### src/design/vmat_pkg.sv
// Shared types, constants and codes for the validated multi-turn angle tracker.
`default_nettype none

package vmat_pkg;

   // Geometry of the tracker
   localparam int NUM_ENCODERS = 6;
   localparam int ANGLE_BITS   = 21;
   localparam int ENC_ADDR_W   = $clog2(NUM_ENCODERS);

   // Field widths of the stream words
   localparam int IDX_W      = 3;
   localparam int IDX_SPAN   = 1 << IDX_W;
   localparam int RAW_W      = 21;
   localparam int STATUS_W   = 3;
   localparam int ELAPSED_W  = 20;
   localparam int SPIKE_W    = 24;
   localparam int SPIKE_FRAC = 16;
   localparam int LIMIT_W    = 3;
   localparam int ENABLE_W   = 6;
   localparam int ATTEMPT_W  = 3;
   localparam int TURNS_W    = 16;
   localparam int TALLY_W    = 16;
   localparam int POS_W      = 32;
   localparam int REQ_DATA_W = 48;
   localparam int RSP_DATA_W = 72;
   localparam int CSR_INDEX_W = 2;

   // Spike check product and position scaling
   localparam int PROD_W        = SPIKE_W + ELAPSED_W;
   localparam int MDEG_PER_TURN = 360000;
   localparam int MDEG_W        = 19;
   localparam int TP_W          = TURNS_W + MDEG_W + 1;
   localparam int CP_W          = ANGLE_BITS + MDEG_W;

   localparam logic [RAW_W:0] RAW_LIMIT = (RAW_W + 1)'(1) << ANGLE_BITS;
   localparam logic [ANGLE_BITS:0] FULL_TURN = (ANGLE_BITS + 1)'(1) << ANGLE_BITS;
   localparam logic [ANGLE_BITS-1:0] HALF_TURN = ANGLE_BITS'(1) << (ANGLE_BITS - 1);
   localparam logic signed [TURNS_W-1:0] TURNS_MAX = TURNS_W'(16'sh7FFF);
   localparam logic signed [TURNS_W-1:0] TURNS_MIN = TURNS_W'(16'sh8000);

   // Register reset values
   localparam logic [SPIKE_W-1:0]  SPIKE_RATE_RST = SPIKE_W'(206158);
   localparam logic [LIMIT_W-1:0]  LIMIT_RST      = LIMIT_W'(2);
   localparam logic [STATUS_W-1:0] MASK_RST       = STATUS_W'(7);
   localparam logic [ENABLE_W-1:0] ENABLE_RST     = ENABLE_W'(3);

   // Register indexes
   localparam logic [CSR_INDEX_W-1:0] CSR_SPIKE_RATE  = 2'd0;
   localparam logic [CSR_INDEX_W-1:0] CSR_ATTEMPT_LIM = 2'd1;
   localparam logic [CSR_INDEX_W-1:0] CSR_STATUS_MASK = 2'd2;
   localparam logic [CSR_INDEX_W-1:0] CSR_ENC_ENABLE  = 2'd3;

   // Opcodes
   localparam logic OP_READ = 1'b0;
   localparam logic OP_ZERO = 1'b1;

   typedef enum logic [1:0] {
      FAULT_NONE   = 2'd0,
      FAULT_RANGE  = 2'd1,
      FAULT_SPIKE  = 2'd2,
      FAULT_STATUS = 2'd3
   } fault_type;

   // One input word, unpacked
   typedef struct packed {
      logic                 op;
      logic [IDX_W-1:0]     idx;
      logic [RAW_W-1:0]     raw;
      logic                 crc;
      logic [STATUS_W-1:0]  status;
      logic [ELAPSED_W-1:0] elapsed;
   } item_type;

   // Per-encoder entry of the state memory
   typedef struct packed {
      logic [ANGLE_BITS-1:0]       zero_offset;
      logic [ANGLE_BITS-1:0]       prev_corr;
      logic [ANGLE_BITS-1:0]       prev_raw;
      logic signed [TURNS_W-1:0]   turns;
      logic [ATTEMPT_W-1:0]        attempt;
      logic [TALLY_W-1:0]          fail;
   } state_type;

   // Outcome of one word, before position scaling
   typedef struct packed {
      logic [IDX_W-1:0]          enc_id;
      logic signed [TURNS_W-1:0] turns;
      logic [ANGLE_BITS-1:0]     corr;
      logic                      accepted;
      logic                      retry;
      fault_type                 kind;
      logic [TALLY_W-1:0]        tally;
   } result_type;

endpackage

`default_nettype wire

### src/design/vmat_update.sv
// Validation and state update of one encoder entry for one word.
`default_nettype none

module vmat_update (
   input  vmat_pkg::item_type                   item,
   input  vmat_pkg::state_type                  st,
   input  logic [vmat_pkg::PROD_W-1:0]          spike_prod,
   input  logic [vmat_pkg::LIMIT_W-1:0]         attempt_limit,
   input  logic [vmat_pkg::STATUS_W-1:0]        status_mask,
   input  logic [vmat_pkg::ENABLE_W-1:0]        encoder_enable,
   output vmat_pkg::state_type                  st_next,
   output logic                                 live,
   output vmat_pkg::result_type                 res
);
   import vmat_pkg::*;

   logic                          in_range;
   logic [IDX_SPAN-1:0]           en_ext;
   logic                          bad;
   logic [ANGLE_BITS-1:0]         raw;
   logic [ANGLE_BITS-1:0]         corr;
   logic signed [ANGLE_BITS:0]    dlt;
   logic signed [TURNS_W-1:0]     trk_turns;
   logic [ANGLE_BITS-1:0]         diff;
   logic [ANGLE_BITS-1:0]         short_gap;
   logic [PROD_W-1:0]             gap_scaled;
   logic                          spike_hit;
   logic [ATTEMPT_W:0]            cnt;
   logic [TALLY_W-1:0]            fail_inc;
   fault_type                     kind;

   // Angle handling shared by the branches below
   always_comb begin
      in_range = (IDX_W + 1)'(item.idx) < (IDX_W + 1)'(NUM_ENCODERS);
      en_ext   = IDX_SPAN'(encoder_enable);
      live     = in_range && en_ext[item.idx];
      bad      = item.crc || ((RAW_W + 1)'(item.raw) >= RAW_LIMIT);
      raw      = bad ? '0 : item.raw[ANGLE_BITS-1:0];

      // turn counting against the previous corrected angle
      corr = raw - st.zero_offset;
      dlt  = $signed({1'b0, corr}) - $signed({1'b0, st.prev_corr});
      trk_turns = st.turns;
      if (dlt > $signed({1'b0, HALF_TURN})) begin
         if (st.turns != TURNS_MIN) trk_turns = st.turns - TURNS_W'(1);
      end else if (dlt < -$signed({1'b0, HALF_TURN})) begin
         if (st.turns != TURNS_MAX) trk_turns = st.turns + TURNS_W'(1);
      end

      // spike distance, the short way round
      diff = (raw > st.prev_raw) ? raw - st.prev_raw : st.prev_raw - raw;
      short_gap = (diff > HALF_TURN) ? ANGLE_BITS'(FULL_TURN - (ANGLE_BITS + 1)'(diff)) : diff;
      gap_scaled = PROD_W'(short_gap) << SPIKE_FRAC;
      spike_hit  = gap_scaled > spike_prod;

      cnt      = (ATTEMPT_W + 1)'(st.attempt) + (ATTEMPT_W + 1)'(1);
      fail_inc = (st.fail == '1) ? st.fail : st.fail + TALLY_W'(1);
   end

   // Decision and next entry
   always_comb begin
      st_next = st;
      kind    = FAULT_NONE;
      res     = '0;
      res.enc_id = item.idx;
      if (in_range && !live) begin
         res.tally = st.fail;
      end else if (live) begin
         if (bad) kind = FAULT_RANGE;
         if (item.op == OP_ZERO) begin
            if (!bad) begin
               st_next.zero_offset = raw;
               st_next.prev_raw    = raw;
               st_next.prev_corr   = '0;
               st_next.turns       = '0;
               st_next.fail        = '0;
               st_next.attempt     = '0;
               res.accepted        = 1'b1;
            end
         end else begin
            if (!bad && st.prev_raw != '0 && item.elapsed != '0 && spike_hit)
               kind = FAULT_SPIKE;
            if (kind == FAULT_NONE && (item.status & status_mask) != '0)
               kind = FAULT_STATUS;

            if (kind == FAULT_NONE) begin
               st_next.attempt   = '0;
               st_next.fail      = '0;
               st_next.turns     = trk_turns;
               st_next.prev_corr = corr;
               st_next.prev_raw  = raw;
               res.accepted      = 1'b1;
            end else if (cnt < (ATTEMPT_W + 1)'(attempt_limit)) begin
               st_next.attempt = cnt[ATTEMPT_W-1:0];
               res.retry       = 1'b1;
            end else begin
               // final failure: a range fault holds the position
               st_next.attempt = '0;
               st_next.fail    = fail_inc;
               if (kind != FAULT_RANGE) begin
                  st_next.turns     = trk_turns;
                  st_next.prev_corr = corr;
                  st_next.prev_raw  = raw;
                  res.accepted      = 1'b1;
               end
            end
         end
         res.turns = st_next.turns;
         res.corr  = st_next.prev_corr;
         res.kind  = kind;
         res.tally = st_next.fail;
      end
   end

endmodule

`default_nettype wire

### src/design/validated_multiturn_angle_tracker.sv
// Top level: stream pipeline around the per-encoder state memory.
//
// Usage: each req word is either a read attempt (req_tuser = 0) or a zero
// capture (req_tuser = 1) for one encoder; exactly one rsp word comes back
// per req word, in order. Write registers over the csr channel (csr_ready
// is always high) only while the block is idle; it does not enforce this.
// Path: from the req edge to rsp_tvalid a word passes through five
// registers: input register, state memory read, validation and write-back,
// position multipliers, sum and saturation into the output register.
// Throughput: one word per cycle unless stalled. The state memory has one
// read and one write port; a word that follows a word for the same encoder
// gets the written entry from a forwarding register; no interlock is needed.
// Reset: all stage valids clear, registers take their reset values and the
// valid bit of every memory entry clears, so every entry reads as zero
// until written; no clearing pass is needed.
// Stall: every stage holds while the one after it is full and stalled, so
// req_tready falls only once all five stages hold words.
`default_nettype none

module validated_multiturn_angle_tracker (
   input  logic                                  clock,
   input  logic                                  reset,
   // encoder_index, angle_counts, crc_fault, sensor_status, elapsed_us
   input  logic [vmat_pkg::REQ_DATA_W-1:0]       req_tdata,
   // opcode
   input  logic                                  req_tuser,
   input  logic                                  req_tvalid,
   output logic                                  req_tready,
   // encoder_id, position_millideg, turn_count, accepted, retry_request,
   // fault_kind, error_tally, zero pad
   output logic [vmat_pkg::RSP_DATA_W-1:0]       rsp_tdata,
   output logic                                  rsp_tvalid,
   input  logic                                  rsp_tready,
   input  logic                                  csr_valid,
   output logic                                  csr_ready,
   input  logic [vmat_pkg::CSR_INDEX_W-1:0]      csr_index,
   input  logic [vmat_pkg::SPIKE_W-1:0]          csr_data
);
   import vmat_pkg::*;

   // Configuration registers
   logic [SPIKE_W-1:0]   spike_rate_ff;
   logic [LIMIT_W-1:0]   attempt_limit_ff;
   logic [STATUS_W-1:0]  status_mask_ff;
   logic [ENABLE_W-1:0]  enable_ff;

   // Pipeline control
   logic rsp_load, s4_load, s3_load, s2_load, s1_load;
   logic s4_move, s3_move, s2_move, s1_move, req_fire;
   logic s1_v_ff, s2_v_ff, s3_v_ff, s4_v_ff, rsp_v_ff;

   // Stage payloads
   item_type            req_item;
   item_type            s1_item_ff;
   item_type            s2_item_ff;
   logic [PROD_W-1:0]   s2_prod_ff;
   logic [PROD_W-1:0]   s2_prod_in;
   result_type          s3_res_ff;
   result_type          s4_res_ff;
   logic signed [TP_W-1:0] s4_tp_ff;
   logic signed [TP_W-1:0] s4_tp_in;
   logic [CP_W-1:0]     s4_cp_ff;
   logic [CP_W-1:0]     s4_cp_in;
   logic [RSP_DATA_W-1:0] rsp_data_ff;
   logic [RSP_DATA_W-1:0] rsp_data_in;

   // State memory and forwarding
   state_type                 mem [NUM_ENCODERS];
   logic [NUM_ENCODERS-1:0]   entry_ok_ff;
   state_type                 rd_ff;
   logic                      rd_ok_ff;
   logic                      byp_ff;
   state_type                 byp_data_ff;
   logic                      byp_in;
   logic [ENC_ADDR_W-1:0]     s1_addr;
   logic [ENC_ADDR_W-1:0]     s2_addr;
   state_type                 s2_state;
   state_type                 s2_next;
   logic                      s2_live;
   logic                      wr_en;
   result_type                s2_res;

   // Position scaling
   logic signed [TP_W-1:0]    turns_ext;
   logic [CP_W-1:0]           cp_adj;
   logic [MDEG_W-1:0]         frac;
   logic signed [TP_W-1:0]    pos_sum;
   logic [POS_W-1:0]          pos_sat;

   localparam logic signed [TP_W-1:0] MDEG_S  = TP_W'(MDEG_PER_TURN);
   localparam logic [CP_W-1:0]        MDEG_U  = CP_W'(MDEG_PER_TURN);
   localparam logic [CP_W-1:0]        CEIL_ADD = CP_W'((FULL_TURN) - 1'b1);
   localparam logic signed [TP_W-1:0] POS_MAX = TP_W'(32'sh7FFFFFFF);
   localparam logic signed [TP_W-1:0] POS_MIN = TP_W'(32'sh80000000);

   // Configuration write port
   assign csr_ready = 1'b1;

   always_ff @(posedge clock) begin
      if (reset) begin
         spike_rate_ff    <= SPIKE_RATE_RST;
         attempt_limit_ff <= LIMIT_RST;
         status_mask_ff   <= MASK_RST;
         enable_ff        <= ENABLE_RST;
      end else if (csr_valid) begin
         unique case (csr_index)
            CSR_SPIKE_RATE:  spike_rate_ff    <= csr_data;
            CSR_ATTEMPT_LIM: attempt_limit_ff <= csr_data[LIMIT_W-1:0];
            CSR_STATUS_MASK: status_mask_ff   <= csr_data[STATUS_W-1:0];
            CSR_ENC_ENABLE:  enable_ff        <= csr_data[ENABLE_W-1:0];
            default:         spike_rate_ff    <= spike_rate_ff;
         endcase
      end
   end

   // Stage handshakes: a stage loads when empty or when it moves on
   always_comb begin
      rsp_load = !rsp_v_ff || rsp_tready;
      s4_load  = !s4_v_ff || rsp_load;
      s4_move  = s4_v_ff && rsp_load;
      s3_load  = !s3_v_ff || s4_load;
      s3_move  = s3_v_ff && s4_load;
      s2_load  = !s2_v_ff || s3_load;
      s2_move  = s2_v_ff && s3_load;
      s1_load  = !s1_v_ff || s2_load;
      s1_move  = s1_v_ff && s2_load;
      req_fire = req_tvalid && s1_load;
   end

   assign req_tready = s1_load;

   always_ff @(posedge clock) begin
      if (reset) begin
         s1_v_ff  <= 1'b0;
         s2_v_ff  <= 1'b0;
         s3_v_ff  <= 1'b0;
         s4_v_ff  <= 1'b0;
         rsp_v_ff <= 1'b0;
      end else begin
         if (s1_load)  s1_v_ff  <= req_fire;
         if (s2_load)  s2_v_ff  <= s1_move;
         if (s3_load)  s3_v_ff  <= s2_move;
         if (s4_load)  s4_v_ff  <= s3_move;
         if (rsp_load) rsp_v_ff <= s4_move;
      end
   end

   // Input word unpacking
   always_comb begin
      req_item.op      = req_tuser;
      req_item.idx     = req_tdata[2:0];
      req_item.raw     = req_tdata[23:3];
      req_item.crc     = req_tdata[24];
      req_item.status  = req_tdata[27:25];
      req_item.elapsed = req_tdata[47:28];
   end

   // Memory addresses: an index beyond the encoders reads entry zero, unused
   always_comb begin
      s1_addr = ((IDX_W + 1)'(s1_item_ff.idx) < (IDX_W + 1)'(NUM_ENCODERS)) ?
                s1_item_ff.idx[ENC_ADDR_W-1:0] : '0;
      s2_addr = ((IDX_W + 1)'(s2_item_ff.idx) < (IDX_W + 1)'(NUM_ENCODERS)) ?
                s2_item_ff.idx[ENC_ADDR_W-1:0] : '0;
      s2_prod_in = PROD_W'(spike_rate_ff) * PROD_W'(s1_item_ff.elapsed);
      wr_en  = s2_move && s2_live;
      byp_in = wr_en && s1_v_ff && (s1_addr == s2_addr);
   end

   // Stage 1: input register
   always_ff @(posedge clock) begin
      if (s1_load) s1_item_ff <= req_item;
   end

   // Stage 2 load: memory read, spike product, forwarding from write-back
   always_ff @(posedge clock) begin
      if (s2_load) begin
         s2_item_ff  <= s1_item_ff;
         s2_prod_ff  <= s2_prod_in;
         rd_ff       <= mem[s1_addr];
         rd_ok_ff    <= entry_ok_ff[s1_addr];
         byp_data_ff <= s2_next;
      end
      if (wr_en) mem[s2_addr] <= s2_next;
   end

   always_ff @(posedge clock) begin
      if (reset) begin
         entry_ok_ff <= '0;
         byp_ff      <= 1'b0;
      end else begin
         if (wr_en)   entry_ok_ff[s2_addr] <= 1'b1;
         if (s2_load) byp_ff <= byp_in;
      end
   end

   // Entry seen by stage 2: forwarded, stored, or the reset value
   always_comb begin
      if (byp_ff)        s2_state = byp_data_ff;
      else if (rd_ok_ff) s2_state = rd_ff;
      else               s2_state = '0;
   end

   vmat_update u_update (
      .item           (s2_item_ff),
      .st             (s2_state),
      .spike_prod     (s2_prod_ff),
      .attempt_limit  (attempt_limit_ff),
      .status_mask    (status_mask_ff),
      .encoder_enable (enable_ff),
      .st_next        (s2_next),
      .live           (s2_live),
      .res            (s2_res)
   );

   // Stage 3: result after write-back
   always_ff @(posedge clock) begin
      if (s3_load) s3_res_ff <= s2_res;
   end

   // Stage 4: millidegree products of whole turns and of the angle
   always_comb begin
      turns_ext = TP_W'($signed(s3_res_ff.turns));
      s4_tp_in  = turns_ext * MDEG_S;
      s4_cp_in  = CP_W'(s3_res_ff.corr) * MDEG_U;
   end

   always_ff @(posedge clock) begin
      if (s4_load) begin
         s4_res_ff <= s3_res_ff;
         s4_tp_ff  <= s4_tp_in;
         s4_cp_ff  <= s4_cp_in;
      end
   end

   // Output: truncate toward zero, add, saturate, pack
   always_comb begin
      cp_adj  = s4_res_ff.turns[TURNS_W-1] ? s4_cp_ff + CEIL_ADD : s4_cp_ff;
      frac    = cp_adj[CP_W-1:ANGLE_BITS];
      pos_sum = s4_tp_ff + $signed(TP_W'(frac));
      if (pos_sum > POS_MAX)      pos_sat = POS_MAX[POS_W-1:0];
      else if (pos_sum < POS_MIN) pos_sat = POS_MIN[POS_W-1:0];
      else                        pos_sat = pos_sum[POS_W-1:0];
      rsp_data_in = {1'b0, s4_res_ff.tally, s4_res_ff.kind, s4_res_ff.retry,
                     s4_res_ff.accepted, s4_res_ff.turns, pos_sat, s4_res_ff.enc_id};
   end

   always_ff @(posedge clock) begin
      if (rsp_load) rsp_data_ff <= rsp_data_in;
   end

   assign rsp_tdata  = rsp_data_ff;
   assign rsp_tvalid = rsp_v_ff;

   // Checks
   a_full_stall: assert property (@(posedge clock) disable iff (reset)
      (s1_v_ff && s2_v_ff && s3_v_ff && s4_v_ff && rsp_v_ff && !rsp_tready) |-> !req_tready)
      else $error("input taken while pipeline is full and stalled");

   a_fwd_taken: assert property (@(posedge clock) disable iff (reset)
      (wr_en && s1_move && (s1_addr == s2_addr)) |=> (byp_ff && s2_v_ff))
      else $error("same-entry word missed the forwarded entry");

   a_no_stray_write: assert property (@(posedge clock) disable iff (reset)
      wr_en |-> ((IDX_W + 1)'(s2_item_ff.idx) < (IDX_W + 1)'(NUM_ENCODERS)))
      else $error("state written for an index beyond the encoders");

   a_retry_kind: assert property (@(posedge clock) disable iff (reset)
      (s2_move && s2_res.retry) |-> (!s2_res.accepted && s2_res.kind != FAULT_NONE))
      else $error("retry without a fault or with an update");

   a_rsp_hold: assert property (@(posedge clock) disable iff (reset)
      (rsp_tvalid && !rsp_tready) |=> (rsp_tvalid && $stable(rsp_tdata)))
      else $error("result word changed while stalled");

endmodule

`default_nettype wire
### config.mk
export PLATFORM = sky130hd
export DESIGN_NAME = validated_multiturn_angle_tracker
export DESIGN_NICKNAME = d
export VERILOG_FILES = /design/src/design/vmat_pkg.sv /design/src/design/vmat_update.sv /design/src/design/validated_multiturn_angle_tracker.sv
export SDC_FILE = /design/constraint.sdc
export NUM_CORES = 2
export LEC_CHECK = 0
export ABC_AREA = 0
export BUFFER_PORTS_ARGS = -buffer_cell sky130_fd_sc_hd__buf_2
export CORE_UTILIZATION = 55
export DETAILED_ROUTE_END_ITERATION = 6
export GPL_TIMING_DRIVEN = 0
export HOLD_SLACK_MARGIN = 0.12
export PLACE_DENSITY = 0.71
export SLEW_MARGIN = 20
export SYNTH_ARGS = -nofsm -noshare
export SYNTH_HDL_FRONTEND = slang
export SYNTH_SLANG_ARGS = --single-unit
### constraint.sdc
create_clock -name clock -period 19.8 [get_ports clock]
set_input_delay 0.99 -clock clock [delete_from_list [all_inputs] [get_ports clock]]
set_output_delay 0.99 -clock clock [all_outputs]
set_load 0.05 [all_outputs]
**Word level (Yosys, flattened, before mapping)**

Memories as Yosys holds them, arrays and structs flattened. A register that Yosys moved wholly into a read port is not among the register bits.
Cells that the tools add are included.

- Input port bits: 80
- Output and inout port bits: 75
- Memories: 1
- Flip-flop bits (word level): 523
- Memory bits (writable): 588
- Logic and storage cells: 177

Memories:

| name | depth | bits a word | read ports | clocked after memory_dff | write ports | line | RTL |
|---|---|---|---|---|---|---|---|
| mem | 6 | 98 | 1 | 1 | 1 | validated_multiturn_angle_tracker.sv:68 | `state_type mem [NUM_ENCODERS];` |

- Bitwise operators: 3
- Add/subtract/negate cells: 11
- Multipliers: 3
- Equal/unequal tests: 8
- Mux-type cells: 50
- Magnitude comparators: 14
- Reduce and logical (&&, ||, !) cells: 39

Operators by type and width:

| kind | count |
|---|---|
| 2-to-1 mux 98 bit | 5 |
| 2-to-1 mux 77 bit | 2 |
| 2-to-1 mux 16 bit | 8 |
| 2-to-1 mux 58 bit | 2 |
| 2-to-1 mux 21 bit | 4 |
| subtractor 21 bit | 3 |
| greater-than comparator 37 x 44 -> 1 bit | 1 |
| multiplier 24 x 20 -> 44 bit | 1 |
| adder 40 x 21 -> 40 bit, second input constant | 1 |
| 2-to-1 mux 40 bit | 1 |
| adder 36 x 20 -> 36 bit | 1 |
| greater-than comparator 36 x 32 -> 1 bit, second input constant | 1 |
| < comparator 36 x 32 -> 1 bit, second input constant | 1 |
| multiplier 21 x 13 -> 34 bit, second input constant | 1 |
| 2-to-1 mux 32 bit | 1 |
| inequality test 16 bit, second input constant | 2 |
| multiplier 16 x 14 -> 30 bit, second input constant | 1 |
| greater-than comparator 22 bit, second input constant | 1 |
| < comparator 22 x 21 -> 1 bit, second input constant | 1 |
| subtractor 21 x 21 -> 22 bit | 1 |
| greater-than comparator 21 bit | 1 |
| greater-than comparator 21 bit, second input constant | 1 |
| nonzero test 21 bit | 1 |
| subtractor 1 x 21 -> 21 bit, first input constant | 1 |
| other kinds (30) | 85 |

**Logic depth before layout (Yosys ltp)**

- Depth after elaboration: 25
- Mapped depth: 43
- Gate-level depth less buffers: 32

**By module**

A second synthesis with hierarchy kept.

- Cells, all modules: 6832
- Area, all modules: 79607.6 µm²

Modules (own cells, without submodules):

| module | area an instance (µm²) | times used | cells an instance | sequential area each (µm²) |
|---|---|---|---|---|
| validated_multiturn_angle_tracker | 70169.8 | 1 | 5272 | 35734.3 |
| vmat_update | 9437.8 | 1 | 1560 | 0.0 |

**Worst setup path before layout**

No wires, ideal clock.

- Path kind: reg-to-reg
- Start point: reg rd_ok_ff
- End point: reg byp_data_ff[64] (netlist name) (data pin)
- Arrival: 8.283 ns
- Setup time: 0.249 ns
- Slack: 11.268 ns
- Stages on the path, launching flop included: 42
- Path buffers: 15
- Required time: 19.551 ns
- Clock period less this slack: 8.532 ns
- Cell sequence: edfxtp_1 buf_2 nor2b_1 buf_2 buf_2 buf_2 buf_1 buf_1 clkbuf_1 clkbuf_1 a22oi_1 ha_1 buf_2 a21o_1 a32o_1 a22o_1 a311oi_2 a21oi_2 [6 not listed] a41o_1 buf_6 a21oi_2 xor2_1 ha_1 nand3_1 or4_1 nor4_1 a311oi_1 nand2b_1 o21a_1 o21a_1 clkbuf_1 nor2_1 clkbuf_1 clkbuf_1 nand2_1 o21ai_0

RTL lines:

| element | line | RTL |
|---|---|---|
| start: declaration | validated_multiturn_angle_tracker.sv:71 | `logic rd_ok_ff;` |
| start signal: assignment | validated_multiturn_angle_tracker.sv:180 | `rd_ok_ff <= entry_ok_ff[s1_addr];` |
| end signal: assignment | validated_multiturn_angle_tracker.sv:181 | `byp_data_ff <= s2_next;` |
| end: declaration | validated_multiturn_angle_tracker.sv:73 | `state_type byp_data_ff;` |

==> insert_results.sql <==
INSERT INTO impl_metrics (metric_group, metric, value, unit) VALUES
('logic_synthesis', 'synthesis.nets', '7899', ''),
('clock_tree', 'cts-hold-fix-buffers', '0', ''),
('clock_tree', 'postCtsSetupBuffers', '0', ''),
('layout', 'area_of_the_multi_input_gates', '0.03831', 'sq mm'),
('logic_synthesis', 'syn-mean-instance-area', '11.76', 'sq um'),
('grt', 'global_route_congestion_overflow_total', '0', ''),
('placement', 'dp.cells', '8736', ''),
('logic_synthesis', 'post_synth_inst_count', '6668', ''),
('logic_synthesis', 'ys_ff_latch', '1206', ''),
('timing', 'worst_slew_pin_slew', '1269', 'ps'),
('timing', 'timing_hold_violations_final', '0', ''),
('worst_hold_path', 'hold_path.class', 'input port to flop', ''),
('layout', 'stdcell_count', '8970', ''),
('layout', 'num-fill-cells', '11250', ''),
('routing', 'finalWirelength', '216700', 'microns'),
('timing', 'finClkSkew', '28.90', 'ps'),
('clock_tree', 'cts_made_buffers', '130', ''),
('clock_tree', 'worst_setup_hold_path_clk_slew', '60', 'ps'),
('logic_synthesis', 'async_reset_ff_frac', '0', ''),
('critical_path', 'worst-endpoint-arrival', '15120', 'ps'),
('grt', 'maximum_number_of_pins_on_one_net_before_global_route_repair', '58', ''),
('timing', 'clock.fmax', '68.12', 'MHz'),
('critical_path', 'cp_data_required_time', '20240', 'ps'),
('logic_synthesis', 'synth_cell_type_count', '97', ''),
('clock_tree', 'cts_repair_resize_count', '0', ''),
('layout', 'most-common-layout-cells', 'sky130_fd_sc_hd__edfxtp_1 (1158), sky130_fd_sc_hd__inv_1 (892), sky130_fd_sc_hd__nand2_1 (691)', ''),
('die', 'design.core.area', '0.1416', 'sq mm'),
('grt', 'antenna_violations_before_repair', '8', ''),
('critical_path', 'crit_fanout', '10', ''),
('routing', 'num_vias', '53347', ''),
('logic_synthesis', 'post_synth_instance_area', '0.07845', 'sq mm'),
('clock_tree', 'tritoncts', 'built', ''),
('logic_synthesis', 'synth_flop_cell', 'sky130_fd_sc_hd__edfxtp_1', ''),
('placement', 'routabilityCongestion', '0.9770', ''),
('placement', 'dpl.hpwl', '159200', 'microns'),
('timing', 'finalSetupTns', '0', 'ps'),
('status', 'status', 'complete, no violations', ''),
('clock_tree', 'ctsLongestPathBuffers', '3', ''),
('die', 'initial_core_util', '0.5541', ''),
('critical_path', 'critical_path.startpoint', 'rd_ok_ff$_DFFE_PP_', ''),
('placement', 'numPortBuffers', '151', ''),
('power_and_ir_drop', 'vdd_drop_max', '0.1799', 'mV'),
('critical_path', 'timing.rr.start', 'rd_ok_ff$_DFFE_PP_', ''),
('routing', 'postRouteAntennaNets', '0', ''),
('power_and_ir_drop', 'power_density', '118.8', 'mW/mm^2'),
('critical_path', 'crit_path_end_kind', 'flop', ''),
('timing', 'max_slew_headroom', '0.1537', ''),
('critical_path', 'critical_path.slowest_cell', 'sky130_fd_sc_hd__buf_1', ''),
('die', 'die_area', '0.1441', 'sq mm'),
('critical_path', 'path_delay_family', 'buffers and inverters', ''),
('layout', 'relative_area_change_from_synthesis_to_final_layout', '10.17', '%'),
('critical_path', 'critPathMaxStageDelay', '920', 'ps'),
('grt', 'grt_pass1_vias', '53572', ''),
('routing', 'detail_route.first_pass.iterations', '6', ''),
('layout', 'area.sequential', '0.03573', 'sq mm'),
('die', 'core.rowCount', '138', ''),
('die', 'die-width', '379.7', 'microns'),
('grt', 'grtUsageTotal', '0.3037', ''),
('routing', 'wl_per_cell', '24.16', 'microns'),
('routing', 'post-route-drc-count', '0', ''),
('logic_synthesis', 'seq_area_frac_synth', '0.4555', ''),
('logic_synthesis', 'edff_count_synth', '1158', ''),
('logic_synthesis', 'yosysWarningCount', '0', ''),
('layout', 'layout.cells.most_common', 'sky130_fd_sc_hd__edfxtp_1', ''),
('worst_hold_path', 'worst_hold_startpoint', 'req_tdata[6]', ''),
('clock_tree', 'insertion_delay', '760', 'ps'),
('run', 'max-cap-violations', '0', ''),
('timing', 'drv_slew', '0', ''),
('timing', 'final-setup-viol-count', '0', ''),
('critical_path', 'worstSetupStartpointType', 'flop', ''),
('critical_path', 'cp.buffers_inverters', '16', '');
area by class of cell:
class                   instances  share of cell area
inverters                     894             0.03889
plain buffers                 274             0.01264
diodes                          5           0.0001448
repair buffers                178             0.01569
clock buffers                 150             0.03863
well taps                    1890             0.02736
flip-flops and latches       1206              0.4135
multi-input cells            4294              0.4433
clock inverters                79            0.009874
worst paths after layout:
check / endpoint / slack [ps] / cells past startpoint
max: mem[3][69]$_DFFE_PP_ / 5120 / 41
min: s1_item_ff[27]$_DFFE_PN_ / 400 / 1
max reg2reg: mem[3][69]$_DFFE_PP_ / 5120 / 41
min reg2reg: rsp_tdata[38]$_DFFE_PP_ / 410 / 0
cell usage after synthesis (all sizes together), types with 57 or more instances:
library cell	number	share of area
a21oi	269	0.017
xnor2	136	0.015
a31oi	118	0.0096
a22oi	84	0.0080
a21o	71	0.0068
nor3	61	0.0040
nor2	256	0.012
fa	637	0.16
ha	514	0.082
o21ai	198	0.013
nand2b	57	0.0045
clkbuf	222	0.011
xor2	62	0.0071
nand3	82	0.0052
mux2	191	0.027
edfxtp	1158	0.44
and2	235	0.019
o22ai	132	0.011
inv	894	0.043
nand2	693	0.033
state kept, by name, indices dropped and copies added, names as in the netlist, 3 cells and up:
| name | flops |
|---|---|
| s4_tp_ff | 27 |
| s2_prod_ff | 44 |
| rd_ff | 98 |
| entry_ok_ff | 6 |
| s4_cp_ff | 34 |
| rsp_tdata | 71 |
| mem | 588 |
| byp_data_ff | 98 |
| rsp_data_in | 39 |
| spike_rate_ff | 24 |
| s2_item_ff | 49 |
| status_mask_ff | 3 |
| s1_item_ff | 49 |
| s3_res_ff | 60 |
| enable_ff | 6 |
| attempt_limit_ff | 3 |
per-layer routing:
metal | up-vias | global-route usage | share of wire
li1 | 23722 | - | -
met1 | 26533 | 0.4285 | 0.41
met2 | 2660 | 0.4646 | 0.45
met3 | 432 | 0.06162 | 0.098
met4 | 0 | 0.1175 | 0.042
met5 | - | 0 | 0
stage by stage:
| step | util | hold slack (ps) | instance area (sq um) | total power, W | setup WS (ps) |
|---|---|---|---|---|---|
| floorplan | - | 400.3 | 78450 | 0.006552 | 11270 |
| global placement | 0.5761 | 401.6 | 81570 | 0.007745 | 5647 |
| detailed placement | 0.5807 | 404.5 | 82220 | 0.007776 | 5533 |
| CTS | 0.6103 | 348.9 | 86410 | 0.01023 | 5472 |
| global route | 0.6103 | 357.9 | 86410 | 0.01092 | 4897 |
| finish | 0.6104 | 395.1 | 86420 | 0.01026 | 5119 |
cell families (layout without fill, tap and decap cells):
group,Yosys count,in the layout,share of synthesized area
muxes,235,235,0.03372
AOI/OAI and AO/OA,1110,1110,0.09050
buffers and inverters,1168,1575,0.05667
other,2,7,0.00009573
adders and majority gates,1151,1151,0.2445
xor gates and xnor gates,198,198,0.02230
and+or+nand+nor,1598,1598,0.09667
DFF,1206,1206,0.4555
power by group:
group          internal, W  switching (W)  leakage (nW)
Clock              0.00136        0.00103          2.02
Combinational      0.00180        0.00277          22.5
Sequential         0.00319       0.000113          12.2
Power figures use the tool's default switching activity.
